===== src/tpb_pkg.sv =====
// Shared types, widths, constants and states of the triangle plane and bounds unit.
package tpb_pkg;

  localparam int COORD_W   = 32;
  localparam int NFB       = 30;
  localparam int NORM_W    = NFB + 2;
  localparam int DIFF_W    = COORD_W + 1;
  localparam int MUL_W     = 2 * DIFF_W;
  localparam int CROSS_W   = MUL_W + 1;
  localparam int MAG_W     = CROSS_W - 1;
  localparam int S_W       = 31;
  localparam int SQ_W      = 2 * S_W;
  localparam int RAD_W     = 64;
  localparam int ROOT_W    = RAD_W / 2;
  localparam int PROD_W    = COORD_W + NORM_W;
  localparam int ACC_W     = PROD_W + 2;
  localparam int DIV_CNT_W = $clog2(NFB + 1);

  typedef logic signed [COORD_W-1:0] coord_t;
  typedef coord_t vec3_t [3];
  typedef logic signed [DIFF_W-1:0] diff_t;
  typedef logic signed [NORM_W-1:0] norm_t;

  localparam coord_t COORD_MAX = {1'b0, {(COORD_W-1){1'b1}}};
  localparam coord_t COORD_MIN = {1'b1, {(COORD_W-1){1'b0}}};

  // Sequencer states, one item in flight at a time.
  typedef enum logic [3:0] {
    S_IDLE,
    S_CROSS_MUL,
    S_CROSS_SUB,
    S_ABS,
    S_SHIFT,
    S_SQUARE,
    S_SUM,
    S_SQRT,
    S_DIV_INIT,
    S_DIV,
    S_ROUND,
    S_DOT,
    S_ACC,
    S_OUT
  } state_t;

  // Step strobes that the sequencer sends to every lane.
  typedef struct packed {
    logic cross_mul;
    logic cross_sub;
    logic take_abs;
    logic shift;
    logic square;
    logic div_init;
    logic div_step;
    logic div_round;
    logic dot;
  } lane_ctrl_t;

endpackage


===== src/tpb_bounds.sv =====
// Running axis-aligned bounding box, one compare lane per axis.
module tpb_bounds (
  input  logic           clk,
  input  logic           rst,
  input  logic           load,
  input  logic           start_mesh,
  input  tpb_pkg::vec3_t v0,
  input  tpb_pkg::vec3_t v1,
  input  tpb_pkg::vec3_t v2,
  output tpb_pkg::vec3_t box_min,
  output tpb_pkg::vec3_t box_max
);
  import tpb_pkg::*;

  for (genvar k = 0; k < 3; k++) begin : g_axis
    coord_t lo0, lo1, lo2, lo3;
    coord_t hi0, hi1, hi2, hi3;

    // Fold the three vertices into the box, starting fresh on a new mesh.
    always_comb begin
      lo0 = start_mesh ? COORD_MAX : box_min[k];
      hi0 = start_mesh ? COORD_MIN : box_max[k];
      lo1 = (v0[k] < lo0) ? v0[k] : lo0;
      hi1 = (v0[k] > hi0) ? v0[k] : hi0;
      lo2 = (v1[k] < lo1) ? v1[k] : lo1;
      hi2 = (v1[k] > hi1) ? v1[k] : hi1;
      lo3 = (v2[k] < lo2) ? v2[k] : lo2;
      hi3 = (v2[k] > hi2) ? v2[k] : hi2;
    end

    always_ff @(posedge clk) begin
      if (rst) begin
        box_min[k] <= COORD_MAX;
        box_max[k] <= COORD_MIN;
      end else if (load) begin
        box_min[k] <= lo3;
        box_max[k] <= hi3;
      end
    end
  end

endmodule


===== config.mk =====
export PLATFORM = sky130hd
export DESIGN_NAME = tpb_bounds
export DESIGN_NICKNAME = d
export VERILOG_FILES = /design/src/tpb_pkg.sv /design/src/tpb_bounds.sv
export SDC_FILE = /design/constraint.sdc
export NUM_CORES = 2
export LEC_CHECK = 0
export ABC_AREA = 0
export BUFFER_PORTS_ARGS = -buffer_cell sky130_fd_sc_hd__buf_2
export CAP_MARGIN = 40
export CORE_MARGIN = 3
export CORE_UTILIZATION = 40
export DETAILED_ROUTE_END_ITERATION = 8
export PLACE_DENSITY = 0.62
export SLEW_MARGIN = 40
export SYNTH_ARGS = -nofsm -noshare
export SYNTH_HDL_FRONTEND = slang
export SYNTH_SLANG_ARGS = --single-unit
export TNS_END_PERCENT = 10

===== constraint.sdc =====
create_clock -name clk -period 11.05 [get_ports clk]
set_input_delay 1.105 -clock clk [delete_from_list [all_inputs] [get_ports clk]]
set_output_delay 1.105 -clock clk [all_outputs]
set_load 0.01 [all_outputs]

==> Implementation_results.wiki <==
{| class="wikitable"
! Metric !! Value
|-
| Async set-or-reset flop fraction in the synthesized netlist || 0
|-
| Post-CTS resize count || 0
|-
| Total half-perimeter wirelength after legalization and detailed placement || 87.19 mm
|-
| Fraction of final layout cells sized beyond drive strength 1 || 0.2005
|-
| Master cell of the clock root buffer || sky130_fd_sc_hd__clkbuf_16
|-
| Post-synthesis instance area || 27,040 um^2
|-
| Max VDD drop || 130.2 uV
|-
| Worst Reg-to-Reg Cells || 36
|-
| Final period demand of the worst path || 9.971 ns
|-
| Wire length of the first global-routing pass || 167.3 mm
|-
| Slew Limit Headroom || 0.4482
|-
| Kind of critical path || input pin to register
|-
| Clk sinks || 192
|-
| Start point of the worst min-delay path || box_max[60]
|-
| Vias after detailed routing || 29,120
|-
| Fill cell total of the finished layout || 6,824
|-
| Layout overhead on the synthesized area || 16.15%
|-
| Endpoints failing hold || 0
|-
| Terminating pin of the worst hold path || box_max[60]
|-
| Count of antenna-violating nets left after detailed routing || 0
|-
| Post-route DRC violation count || 0
|-
| Post-Route WL || 110.0 mm
|-
| Number of endpoints failing setup at the final stage || 0
|-
| Width of the die || 266 um
|-
| Core Box Area || 66,330 um^2
|-
| Hold slack || 0.5137 ns
|-
| Most prevalent standard cell on the critical path || sky130_fd_sc_hd__a21oi_1
|-
| Critical path's slowest cell || sky130_fd_sc_hd__buf_6
|-
| Drt first pass iters || 6
|-
| Port Buffer Count || 483
|-
| All-Layer GR Usage || 0.3030
|-
| Count of boundary I/O pins || 484
|-
| Final-report max-slew violation count || 0
|-
| Vias per cell || 5.902
|-
| Cell type group with the largest total delay on the critical path || compound AO/OA/AOI/OAI gates
|-
| Leakage power summed over all cells || 0.01518 uW
|-
| Top fanout value on the critical path || 63
|-
| Unrepaired setup endpoints after global routing || false
|-
| Num CTS Buffers || 17
|-
| Reg-to-reg critical path endpoint || box_max[78]
|-
| Chip Height || 266 um
|-
| Max Freq || 0.1003 GHz
|-
| Maximum Capacitance Violations || 0
|-
| Mean instance size in the synthesized netlist || 7.437 um^2
|-
| Result of the run || complete, no violations
|-
| Start of the worst register-to-register path || box_max[81]
|-
| PwrDens || 198.4 nW/um^2
|-
| Share of synthesized area occupied by flip-flops and latches || 0.1421
|-
| Number of standard-cell rows in the floorplan || 94
|-
| Clock tree from TritonCTS || yes
|-
| Global placer's final weighted congestion || 0.9684
|-
| Post CTS Setup Buffer Count || 0
|-
| Required @ worst endpoint || 11.49 ns
|-
| Kind of start point of the critical path || input pin
|-
| Summed negative setup slack over all endpoints || 0 ns
|-
| Largest stage delay on the critical path || 0.50 ns
|-
| Flop2flop setup slack || 1.92 ns
|-
| Cell variety after synth || 73
|-
| Total nets after synthesis || 4,489
|-
| Remaining global-route overflow || 0
|-
| Violation count after the first detailed-routing iteration || 2,657
|-
| Via count of the first global-routing pass || 27,859
|-
| Clock tree skew after final layout || 0.02235 ns
|-
| Gate Count Post-Synth || 3,636
|-
| Initial antenna violation count || 25
|-
| Maximum number of pins on one net before global-route repair || 101
|-
| EDFF count, synth || 0
|-
| Crit. End Element || register
|-
| Clock-pin transition on the worst setup and hold timing paths || 0.08 ns
|-
| Initial Utilization || 0.4076
|-
| Deepest clock path buffer count || 2
|-
| Die footprint || 70,760 um^2
|-
| Worst-Margin Slew || 0.8278 ns
|-
| Count of yosys warnings during synthesis || 0
|-
| Data arrival time of the critical path || 10.41 ns
|-
| Flops & latches, synth || 192
|-
| Wire length per cell after detailed routing || 22.29 um
|-
| Number of stages on the worst hold path || 2
|-
| Hold buffer count at cts || 0
|-
| Synth Flop Type || sky130_fd_sc_hd__dfxtp_1
|-
| Source-to-sink clock delay at the later pin of the worst-skew pair || 0.52 ns
|-
| Path class of the lowest-slack min-delay path || register to register
|-
| Buffers and inverters on the worst path || 5
|-
| Final layout net count || 4,889
|-
| Number of H-tree levels || 4
|-
| Post-route clock period utilization || 0.9024
|}
[sequential cells by signal, indices dropped and copies added (netlist names)]
| name | cells |
|---|---|
| box_max | 96 |
| box_min | 96 |
[metrics by stage]
step	util	total power, uW	instances	instance area (um^2)	setup WS [ns]
floorplan	-	3961	3636	27040	1.483
global placement	0.4627	5419	4877	30690	0.4844
detailed placement	0.4634	5471	4879	30740	0.4621
CTS	0.4721	6186	4911	31320	0.9902
global route	0.4731	6795	4925	31380	0.2735
finish	0.4735	6231	4934	31410	1.079
[per-layer routing]
metal | vias up | share of wire | global-route usage
met4 | 10 | 0.032 | 0.1048
met3 | 193 | 0.076 | 0.05845
met5 | - | 0.00058 | 0
met1 | 13589 | 0.43 | 0.3949
li1 | 14209 | - | -
met2 | 1119 | 0.46 | 0.5008
[synth_stat cells (6+ instances only)]
cell | count | area [um^2]
sky130_fd_sc_hd__and3_1 | 6 | 37.54
sky130_fd_sc_hd__buf_2 | 7 | 35.03
sky130_fd_sc_hd__nand2_1 | 135 | 506.7
sky130_fd_sc_hd__o21bai_1 | 11 | 82.58
sky130_fd_sc_hd__or2_2 | 69 | 431.7
sky130_fd_sc_hd__and2_1 | 65 | 406.6
sky130_fd_sc_hd__clkbuf_1 | 158 | 593.1
sky130_fd_sc_hd__ha_1 | 561 | 7019
sky130_fd_sc_hd__nand4_1 | 108 | 675.7
sky130_fd_sc_hd__nor3_1 | 92 | 460.4
sky130_fd_sc_hd__or3_1 | 8 | 50.05
sky130_fd_sc_hd__nand2b_1 | 120 | 750.7
sky130_fd_sc_hd__mux2i_1 | 15 | 150.1
sky130_fd_sc_hd__nor2b_1 | 43 | 269.0
sky130_fd_sc_hd__a2111oi_0 | 8 | 70.07
sky130_fd_sc_hd__a21o_1 | 137 | 1028
sky130_fd_sc_hd__mux2_4 | 29 | 435.4
sky130_fd_sc_hd__a211o_1 | 13 | 113.9
sky130_fd_sc_hd__a221oi_1 | 6 | 52.55
sky130_fd_sc_hd__a211oi_1 | 14 | 105.1
sky130_fd_sc_hd__o21ai_1 | 18 | 90.09
sky130_fd_sc_hd__a2111oi_1 | 28 | 280.3
sky130_fd_sc_hd__buf_1 | 28 | 105.1
sky130_fd_sc_hd__nor4_1 | 14 | 87.58
sky130_fd_sc_hd__o211ai_1 | 72 | 540.5
sky130_fd_sc_hd__o31ai_1 | 38 | 285.3
sky130_fd_sc_hd__dfxtp_1 | 192 | 3844
sky130_fd_sc_hd__o21ai_0 | 156 | 780.8
sky130_fd_sc_hd__mux2_2 | 74 | 833.3
sky130_fd_sc_hd__xnor2_1 | 6 | 52.55
sky130_fd_sc_hd__o311ai_0 | 62 | 543.0
sky130_fd_sc_hd__inv_1 | 188 | 705.7
sky130_fd_sc_hd__nand3_1 | 35 | 175.2
sky130_fd_sc_hd__and4_1 | 7 | 61.31
sky130_fd_sc_hd__nor2_1 | 460 | 1727
sky130_fd_sc_hd__o21a_1 | 17 | 127.6
sky130_fd_sc_hd__a21oi_1 | 560 | 2803
[area by class of cell]
cell class	instances	area [um^2]	area share
Clock inverter	13	126.4	0.004024
Timing Repair Buffer	580	3299	0.1051
Multi-Input combinational cell	3056	21830	0.6952
Antenna cell	21	52.55	0.001673
Clock buffer	19	452.9	0.01442
Inverter	189	716.9	0.02283
Sequential cell	192	3844	0.1224
Tap cell	864	1081	0.03442
[cells by family (layout without fill, tap and decap cells)]
logic type	count (synthesis)	after routing	share of synthesized area
AOI/OAI and AO/OA	1188	1188	0.2720
xor gates and xnor gates	9	9	0.002915
adders and majority gates	564	564	0.2608
buffers and inverters	388	801	0.05543
DFF	192	192	0.1421
muxes	122	122	0.05432
other	0	21	0
and+or+nand+nor	1173	1173	0.2123
[placed cells by master, fill, tap and decap left out, drive strengths merged, types with 6 or more instances in the layout]
cell type and instances:
mux2i 17, nor4 16, a211oi 14, a21oi 560, and4 7, or2 69
nand3 35, nand2b 120, nand2 135, nor2b 43, or3 8, a221oi 6
nor3 94, clkbuf 19, o21a 17, and3 6, o21ai 174, nor2 460
nand4 108, o21bai 11, a21o 137, o31ai 39, o311ai 64, dfxtp 192
xnor2 6, a2111oi 36, inv 194, a211o 13, buf 580, diode 21
o211ai 72, ha 561, and2 65, mux2 105
[where the power goes]
group          switching, uW  internal [uW]
Combinational           2680           1820
Clock                    364            327
Sequential               186            858
[worst reg2reg max path, delay by kind of cell (launching register included)]
kind | cells | cell delay, ns
xor gates and xnor gates | 1 | 0.17
and+or+nand+nor | 9 | 1.92
buffers and inverters | 3 | 0.73
muxes | 2 | 0.84
DFF | 1 | 0.41
adders and majority gates | 3 | 0.95
AOI/OAI and AO/OA | 18 | 3.96
[worst max-delay path by stage]
stage,from,to,slack [ns],depth (start not counted)
6_report,start_mesh,box_max[3],1.08,41
3_5_place_dp,start_mesh,box_min[95],0.46,40
3_3_place_gp,start_mesh,box_min[95],0.48,36
5_1_grt,start_mesh,box_min[93],0.27,41
2_1_floorplan,start_mesh,box_max[64],1.48,44
4_1_cts,start_mesh,box_min[95],0.99,40
No activity file was read; power rests on OpenSTA's default activity.
