**config.mk**
```make
export PLATFORM = sky130hd
export DESIGN_NAME = tpb_sqrt
export DESIGN_NICKNAME = d
export VERILOG_FILES = /design/src/tpb_pkg.sv /design/src/tpb_sqrt.sv
export SDC_FILE = /design/constraint.sdc
export NUM_CORES = 1
export LEC_CHECK = 0
export BUFFER_PORTS_ARGS = -buffer_cell sky130_fd_sc_hd__buf_2
export CAP_MARGIN = 30
export CORE_MARGIN = 2
export CORE_UTILIZATION = 50
export DETAILED_ROUTE_END_ITERATION = 7
export PLACE_DENSITY = 0.79
export SYNTH_ARGS = -nofsm -noshare
export SYNTH_HDL_FRONTEND = slang
export SYNTH_SLANG_ARGS = --single-unit
```
**constraint.sdc**
```tcl
create_clock -name clk -period 10.7 [get_ports clk]
set_input_delay 1.07 -clock clk [delete_from_list [all_inputs] [get_ports clk]]
set_output_delay 1.07 -clock clk [all_outputs]
set_load 0.01 [all_outputs]
```
**src/tpb_pkg.sv**
```systemverilog
// Shared types, widths, constants and states of the triangle plane and bounds unit.
package tpb_pkg;

  localparam int COORD_W   = 32;
  localparam int NFB       = 30;
  localparam int NORM_W    = NFB + 2;
  localparam int DIFF_W    = COORD_W + 1;
  localparam int MUL_W     = 2 * DIFF_W;
  localparam int CROSS_W   = MUL_W + 1;
  localparam int MAG_W     = CROSS_W - 1;
  localparam int S_W       = 31;
  localparam int SQ_W      = 2 * S_W;
  localparam int RAD_W     = 64;
  localparam int ROOT_W    = RAD_W / 2;
  localparam int PROD_W    = COORD_W + NORM_W;
  localparam int ACC_W     = PROD_W + 2;
  localparam int DIV_CNT_W = $clog2(NFB + 1);

  typedef logic signed [COORD_W-1:0] coord_t;
  typedef coord_t vec3_t [3];
  typedef logic signed [DIFF_W-1:0] diff_t;
  typedef logic signed [NORM_W-1:0] norm_t;

  localparam coord_t COORD_MAX = {1'b0, {(COORD_W-1){1'b1}}};
  localparam coord_t COORD_MIN = {1'b1, {(COORD_W-1){1'b0}}};

  // Sequencer states, one item in flight at a time.
  typedef enum logic [3:0] {
    S_IDLE,
    S_CROSS_MUL,
    S_CROSS_SUB,
    S_ABS,
    S_SHIFT,
    S_SQUARE,
    S_SUM,
    S_SQRT,
    S_DIV_INIT,
    S_DIV,
    S_ROUND,
    S_DOT,
    S_ACC,
    S_OUT
  } state_t;

  // Step strobes that the sequencer sends to every lane.
  typedef struct packed {
    logic cross_mul;
    logic cross_sub;
    logic take_abs;
    logic shift;
    logic square;
    logic div_init;
    logic div_step;
    logic div_round;
    logic dot;
  } lane_ctrl_t;

endpackage

```
**src/tpb_sqrt.sv**
```systemverilog
// Iterative integer square root, one result bit per cycle.
module tpb_sqrt (
  input  logic                       clk,
  input  logic                       rst,
  input  logic                       start,
  input  logic [tpb_pkg::RAD_W-1:0]  radicand,
  output logic                       done,
  output logic [tpb_pkg::ROOT_W-1:0] root
);
  import tpb_pkg::*;

  localparam int STEPS = RAD_W / 2;
  localparam int CNT_W = $clog2(STEPS);

  logic             active;
  logic [CNT_W-1:0] cnt;
  logic [RAD_W-1:0] rem;
  logic [RAD_W-1:0] res;
  logic [RAD_W-1:0] bit_r;
  logic [RAD_W-1:0] trial;

  assign trial = res + bit_r;
  assign root  = res[ROOT_W-1:0];

  // Control: run a fixed number of steps after start.
  always_ff @(posedge clk) begin
    if (rst) begin
      active <= 1'b0;
      done   <= 1'b0;
      cnt    <= '0;
    end else begin
      done <= 1'b0;
      if (start) begin
        active <= 1'b1;
        cnt    <= '0;
      end else if (active) begin
        cnt <= cnt + CNT_W'(1);
        if (cnt == CNT_W'(STEPS - 1)) begin
          active <= 1'b0;
          done   <= 1'b1;
        end
      end
    end
  end

  // Datapath: one digit of the root per step.
  always_ff @(posedge clk) begin
    if (start) begin
      rem   <= radicand;
      res   <= '0;
      bit_r <= {2'b01, {(RAD_W-2){1'b0}}};
    end else if (active) begin
      if (rem >= trial) begin
        rem <= rem - trial;
        res <= (res >> 1) + bit_r;
      end else begin
        res <= res >> 1;
      end
      bit_r <= bit_r >> 2;
    end
  end

endmodule

```
==> qor.csv, run 1 <==
stage,metric,value,unit
route,post_drt_via_cell_ratio,6.19,
cells_and_area,nets,2136,
critical_path,setup.worst_path.start_class,flip-flop,
die,die-height,178,µm
pwr,p_leak,6.13,nW
sta,worstMarginPinSlew,956,ps
sta,rsz0062_at_grt,no,
logic_synthesis,synth.most_common_cell,nand2_1,
route,routed_wl,41200,µm
clock_tree,post_cts_buffers,0,
global_routing,grt_max_degree,84,
logic_synthesis,synthesis.area,15200,µm²
cells_and_area,area_growth,6.60,%
clock_tree,cts_buffer_depth,2,
critical_path,path_class,flip-flop to flip-flop,
clock_tree,cts_buffers,17,
logic_synthesis,synth_cells,1944,
place,io_buffers,99,
cells_and_area,antennaDiodeCount,0,
clock_tree,clock_sinks,167,
die,die_x,178,µm
logic_synthesis,synth_area_leader_cell,dfxtp_1,
logic_synthesis,avgSynthCellArea,7.81,µm²
pwr,irDropWorstVdd,0.159,mV
pwr,total_power,3.85,mW
critical_path,worstPathArrival,7930,ps
route,dr.pass1.iters,6,
clock_tree,ctsHoldBuffers,0,
clock_tree,worstSkewPairLatency,450,ps
place,placed_area,15600,µm²
global_routing,first_global_vias,13300,
sta,fin_setup_tns,0,ps
place,post-dp-hpwl,31200,µm
clock_tree,root_buffer,clkbuf_16,
die,io_pins,100,
cells_and_area,design_area,16200,µm²
place,finalWeightedCongestion,0.931,
clock_tree,cts_htree_levels,4,
clock_tree,clk_pin_slew,70,ps
critical_path,ff2ff_setup_slack,2850,ps
route,via_count,14500,
sta,fmax,127,MHz
run_status,status,"complete, no violations",
sta,slew_violations,0,
logic_synthesis,synth.top_cells.by_area,"dfxtp_1, edfxtp_1, ha_1",
global_routing,grt_overflow,0,
logic_synthesis,ys_ff_latch,167,
sta,max_slew_margin,35.7,%
critical_path,crit_path_end_kind,flip-flop,
logic_synthesis,synth_common_cells,"nand2_1, nor2_1, o21ai_0",
route,drtAntennaViolNets,0,
cells_and_area,drive_above_1_share,9.13,%
route,dr.first_iter.drc_count,1568,
flow_run,maxCapViolCount,0,
global_routing,antenna_found_initial,0,
logic_synthesis,syn_nets,2144,
sta,clock-skew-final,18.2,ps
route,drt-wirelength-per-cell,17.6,µm
sta,setup-violations-final,0,
cells_and_area,nFillCells,2817,
sta,period_share,73.4,%
logic_synthesis,ys.flop_type,dfxtp_1,
logic_synthesis,yosysSeqAreaShare,26.3,%
logic_synthesis,synth_top_area_share,13.6,%
sta,period_minus_slack,7850,ps
min_path,hp-class,flip-flop to flip-flop,
global_routing,grtUsageTotal,25.8,%
clock_tree,tritoncts,done,
critical_path,cp_max_fo,59,
sta,hold_viol,0,
clock_tree,ctsResizeCount,0,
logic_synthesis,yosysWarnings,0,
die,die_area,31800,µm²
die,initial_utilization,50.9,%
route,post-route-drc-count,0,
die,rows,63,
pwr,powerDensity,238,nW/µm²
logic_synthesis,synth_edf_count,64,
global_routing,grt_pass1_wl,66400,µm
critical_path,cp.required,10780,ps
die,design.core.area,29800,µm²
logic_synthesis,synthDistinctLibCells,75,
logic_synthesis,ys_async_sr_fraction,0,%
-- kinds of logic after synthesis --
| family | after synthesis | share of synthesized area, % |
|---|---|---|
| and+or+nand+nor | 663 | 19.9 |
| buffers and inverters | 176 | 5.39 |
| AOI/OAI and AO/OA | 605 | 25.4 |
| DFF | 167 | 26.3 |
| adders and majority gates | 133 | 11.0 |
| xor gates and xnor gates | 146 | 8.43 |
| muxes | 54 | 3.60 |
-- final cells by class --
| class | count | area (µm²) | area share (%) |
|---|---|---|---|
| multi-input cells | 1601 | 10400 | 64.2 |
| well taps | 390 | 488 | 3.02 |
| clock buffers | 18 | 429 | 2.65 |
| repair buffers | 108 | 609 | 3.77 |
| flip-flops and latches | 167 | 3990 | 24.7 |
| clock inverters | 14 | 116 | 0.719 |
| inverters | 41 | 154 | 0.951 |
-- path summary, 6_finish.rpt --
| check | start | end | cells after the start |
|---|---|---|---|
| worst max register to register | res[0]$_SDFFE_PP0P_ | rem[4]$_DFFE_PP_ | 21 |
| worst min-delay path | cnt[4]$_SDFFE_PP0P_ | cnt[4]$_SDFFE_PP0P_ | 2 |
| worst max-delay path | res[0]$_SDFFE_PP0P_ | rem[4]$_DFFE_PP_ | 21 |
| worst min register to register | cnt[4]$_SDFFE_PP0P_ | cnt[4]$_SDFFE_PP0P_ | 2 |
-- registers in the layout, indices dropped and copies added, names as in the netlist --
signal,cells
done,1
bit_r,32
rem,64
res,64
active,1
cnt,5
-- cell usage in the layout (no fill, tap or decap), types with 7 or more instances in the layout --
cell type,netlist,layout
xnor2_1,84,84
o21a_1,22,22
nand2b_1,17,17
clkbuf_16,0,17
a31oi_1,53,53
o21ai_0,169,168
o21bai_1,25,25
o211ai_1,8,8
mux2i_1,49,49
and3_1,10,10
nand2_1,222,222
a21boi_0,9,9
o31ai_1,11,11
a211oi_1,38,38
xor2_1,62,62
dfxtp_1,103,102
and2_1,10,10
o22ai_1,8,8
nor4_1,12,12
a21o_1,24,24
inv_1,39,39
a21oi_1,139,139
or3_1,19,19
nand4_1,39,39
a31o_2,16,16
a311oi_1,22,22
a221oi_1,13,13
edfxtp_1,64,64
nor2_1,217,217
and4_1,8,8
buf_4,32,7
nor2b_1,21,21
buf_2,12,98
nor3_1,33,33
ha_1,132,132
nand3_1,31,31
-- worst max-delay path: stages (launching register included) --
cell	delay [ps]
dfxtp_1	370
ha_1	200
ha_1	200
a21o_1	150
a31oi_1	120
o21ai_0	530
a21oi_1	240
o31ai_1	850
nand2_1	170
xor2_1	190
ha_1	410
nand4_1	150
or2_1	410
or4_1	610
o21ai_0	710
nand2_1	120
a31oi_1	420
o22ai_4	120
buf_4	310
o21ai_4	430
buf_16	230
buf_4	440
-- power breakdown --
group          leakage [nW]  switching (mW)  internal [mW]
registers              1.48           0.144          0.877
clock network         0.265           0.297          0.304
logic                  4.38            1.37          0.859
-- through the flow --
step | setup slack, ps | utilization (%) | hold WS [ps] | cells
final | 2850 | 54.3 | 507 | 2339
after floorplan | 1000 | - | 467 | 1944
after detailed placement | 3090 | 52.5 | 497 | 2307
after CTS | 3030 | 54.3 | 513 | 2339
after global routing | 2560 | 54.3 | 528 | 2339
after global placement | 2810 | 52.3 | 479 | 2305
-- metal layers --
layer	track usage [%]	wire [µm]	up-vias
li1	-	-	7129
met1	35.3	18900	6717
met2	41.7	18400	546
met3	3.54	2820	79
met4	8.74	1100	0
met5	0	0	-
No activity file was read; power rests on OpenSTA's default activity.
==> run 2: changes to the inputs <==
Clock period 10.7 ns to 7.67 ns, I/O delays scaled along.
==> run 2 against run 1 <==
Compared with the run above: critical path depth shrank 2; global-route usage grew 0.46 points; clock skew shrank 1.9 ps; cell area up 0.20%; sequential share of layout area barely moved; critical path type unchanged; critical endpoint is now rem[31]$_DFFE_PP_; largest power group unchanged; highest routed layer unchanged.
==> qor.csv, run 2 (same netlist as run 1, synthesis figures left out) <==
stage,metric,value,unit,change
sta,worstMarginPinSlew,864,ps,-92.7 ps
cells_and_area,mostFrequentLayoutCell,nand2_1,,
clock_tree,clk_pin_slew,80,ps,about the same
place,post-dp-hpwl,31300,µm,+0.36%
global_routing,grtUsageTotal,26.2,%,+0.46 points
critical_path,setup.worst_path.start_class,flip-flop,,
global_routing,antenna_found_initial,1,,+1
clock_tree,clock_sinks,167,,unchanged
global_routing,grt_max_degree,91,,+8.3%
die,rows,63,,unchanged
sta,max_slew_margin,41.8,%,+6.1 points
sta,fin_setup_tns,0,ps,unchanged
pwr,powerDensity,335,nW/µm²,+41%
clock_tree,tritoncts,done,,
sta,fmax,141,MHz,+11%
pwr,pwr-share-clk,15.8,%,+0.2 points
route,post-route-drc-count,0,,unchanged
global_routing,first_global_vias,13500,,+1.7%
route,via_count,14500,,+0.083%
die,die-height,178,µm,unchanged
clock_tree,root_buffer,clkbuf_16,,
die,io_pins,100,,unchanged
route,post_drt_via_cell_ratio,6.19,,about the same
critical_path,cp.required,7750,ps,-3030 ps
die,design.core.area,29800,µm²,unchanged
critical_path,r2r_cells,19,,-9.5%
sta,setup-violations-final,0,,unchanged
sta,period_minus_slack,7090,ps,-765 ps
pwr,p_comb_share,58.3,%,+0.4 points
min_path,hp-class,primary input to flip-flop,,
clock_tree,cts_buffers,17,,unchanged
die,die_x,178,µm,unchanged
sta,period_share,92.4,%,+19 points
cells_and_area,drive_above_1_share,9.18,%,+0.047 points
sta,clock-skew-final,16.3,ps,-1.94 ps
global_routing,grt_pass1_wl,67600,µm,+1.7%
pwr,seq_power_share,25.9,%,-0.6 points
place,finalWeightedCongestion,0.967,,+3.9%
cells_and_area,layout_common_cells,"nand2_1, nor2_1, o21ai_0",,
pwr,p_leak,6.15,nW,+0.33%
route,dr.pass1.iters,6,,unchanged
pwr,internal-power,2.89,mW,+42%
critical_path,path_class,flip-flop to flip-flop,,
cells_and_area,final_util,54.4,%,+0.11 points
route,routed_wl,41800,µm,+1.5%
critical_path,cp_max_fo,44,,-25%
critical_path,worstPathArrival,7170,ps,-760 ps
clock_tree,ctsResizeCount,0,,unchanged
clock_tree,ctsHoldBuffers,0,,unchanged
clock_tree,post_cts_buffers,0,,unchanged
pwr,p_sw,2.55,mW,+40%
route,dr.first_iter.drc_count,1463,,-6.7%
place,io_buffers,99,,unchanged
pwr,swShare,46.9,%,-0.20 points
clock_tree,worstSkewPairLatency,450,ps,about the same
die,die_area,31800,µm²,unchanged
cells_and_area,nets,2137,,+0.047%
cells_and_area,antennaDiodeCount,0,,unchanged
sta,rsz0062_at_grt,no,,
flow_run,maxCapViolCount,0,,unchanged
route,drt-wirelength-per-cell,17.9,µm,+1.5%
global_routing,grt_overflow,0,,unchanged
die,initial_utilization,50.9,%,unchanged
cells_and_area,nFillCells,2824,,+0.25%
cells_and_area,top_regs,"rem x64, res x64, bit_r x32",,
route,drtAntennaViolNets,0,,unchanged
critical_path,crit_path_end_kind,flip-flop,,
sta,holdWs,477,ps,-29.9 ps
sta,hold_viol,0,,unchanged
pwr,irDropWorstVdd,0.199,mV,+25%
min_path,min_path_cells,2,,unchanged
clock_tree,cts_buffer_depth,2,,unchanged
sta,slew_violations,0,,unchanged
cells_and_area,area_growth,6.81,%,
run_status,status,"complete, no violations",,
clock_tree,cts_htree_levels,4,,unchanged
run 2: cell types whose count changed in the layout (fill, tap and decap cells not counted):
cell        change
inv_8           +3
clkinv_4        -2
buf_12          +1
clkinv_2        -1
clkinvlp_4      -1
inv_6           +1
run 2: area by class of cell:
type	count	area (µm²)	share of cell area, %
multi-input cells	1601	10400	64.1
clock inverters	14	129	0.795
inverters	41	154	0.950
clock buffers	18	429	2.65
well taps	390	488	3.01
flip-flops and latches	167	3990	24.6
repair buffers	109	629	3.88
run 2: routing by layer:
metal | part of all wire (%) | routed length, µm | vias up | track usage (%)
met3 | 7.0 | 2930 | 75 | 3.88
li1 | - | - | 7111 | -
met2 | 44 | 18500 | 553 | 42.3
met4 | 2.3 | 979 | 0 | 7.62
met5 | 0 | 0 | - | 0
met1 | 46 | 19400 | 6744 | 36.4
run 2: final timing paths:
path	startpoint	endpoint	slack (ps)
min	rst	active$_SDFF_PP0_	480
min reg2reg	active$_SDFF_PP0_	done$_SDFF_PP0_	500
max reg2reg	res[2]$_SDFFE_PP0P_	rem[31]$_DFFE_PP_	580
max	res[2]$_SDFFE_PP0P_	rem[31]$_DFFE_PP_	580
run 2: critical path, stage by stage, from the launching register on:
cell     delay, ps
dfxtp_1        440
ha_1           310
a31o_2         270
a31oi_1        320
o21ai_1        250
a21bo_2        310
a21o_1         220
a31oi_1        410
o21ai_0        200
xnor2_1        160
ha_1           450
nand4_1        160
or2_1          430
or4_1          650
o21ai_0        590
nand2_1        110
a31oi_1        350
o22ai_4        260
o21ai_4        200
buf_4          570
run 2: power groups by stage:
stage / sequential, mW / combinational (mW) / clock [mW]
3_5_place_dp: 1.42 / 3.09 / 0
3_3_place_gp: 1.42 / 2.99 / 0
4_1_cts: 1.41 / 3.11 / 0.870
6_report: 1.41 / 3.17 / 0.859
5_1_grt: 1.43 / 3.53 / 0.903
2_1_floorplan: 1.34 / 2.48 / 0
run 2: stage by stage:
stage | worst slack, ps | area [µm²] | cells | power [mW]
floorplan | 931 | 15200 | 1944 | 3.81
global placement | 697 | 15600 | 2306 | 4.42
detailed placement | 681 | 15600 | 2307 | 4.52
CTS | 640 | 16200 | 2339 | 5.39
global route | 154 | 16200 | 2340 | 5.86
finish | 583 | 16200 | 2340 | 5.43
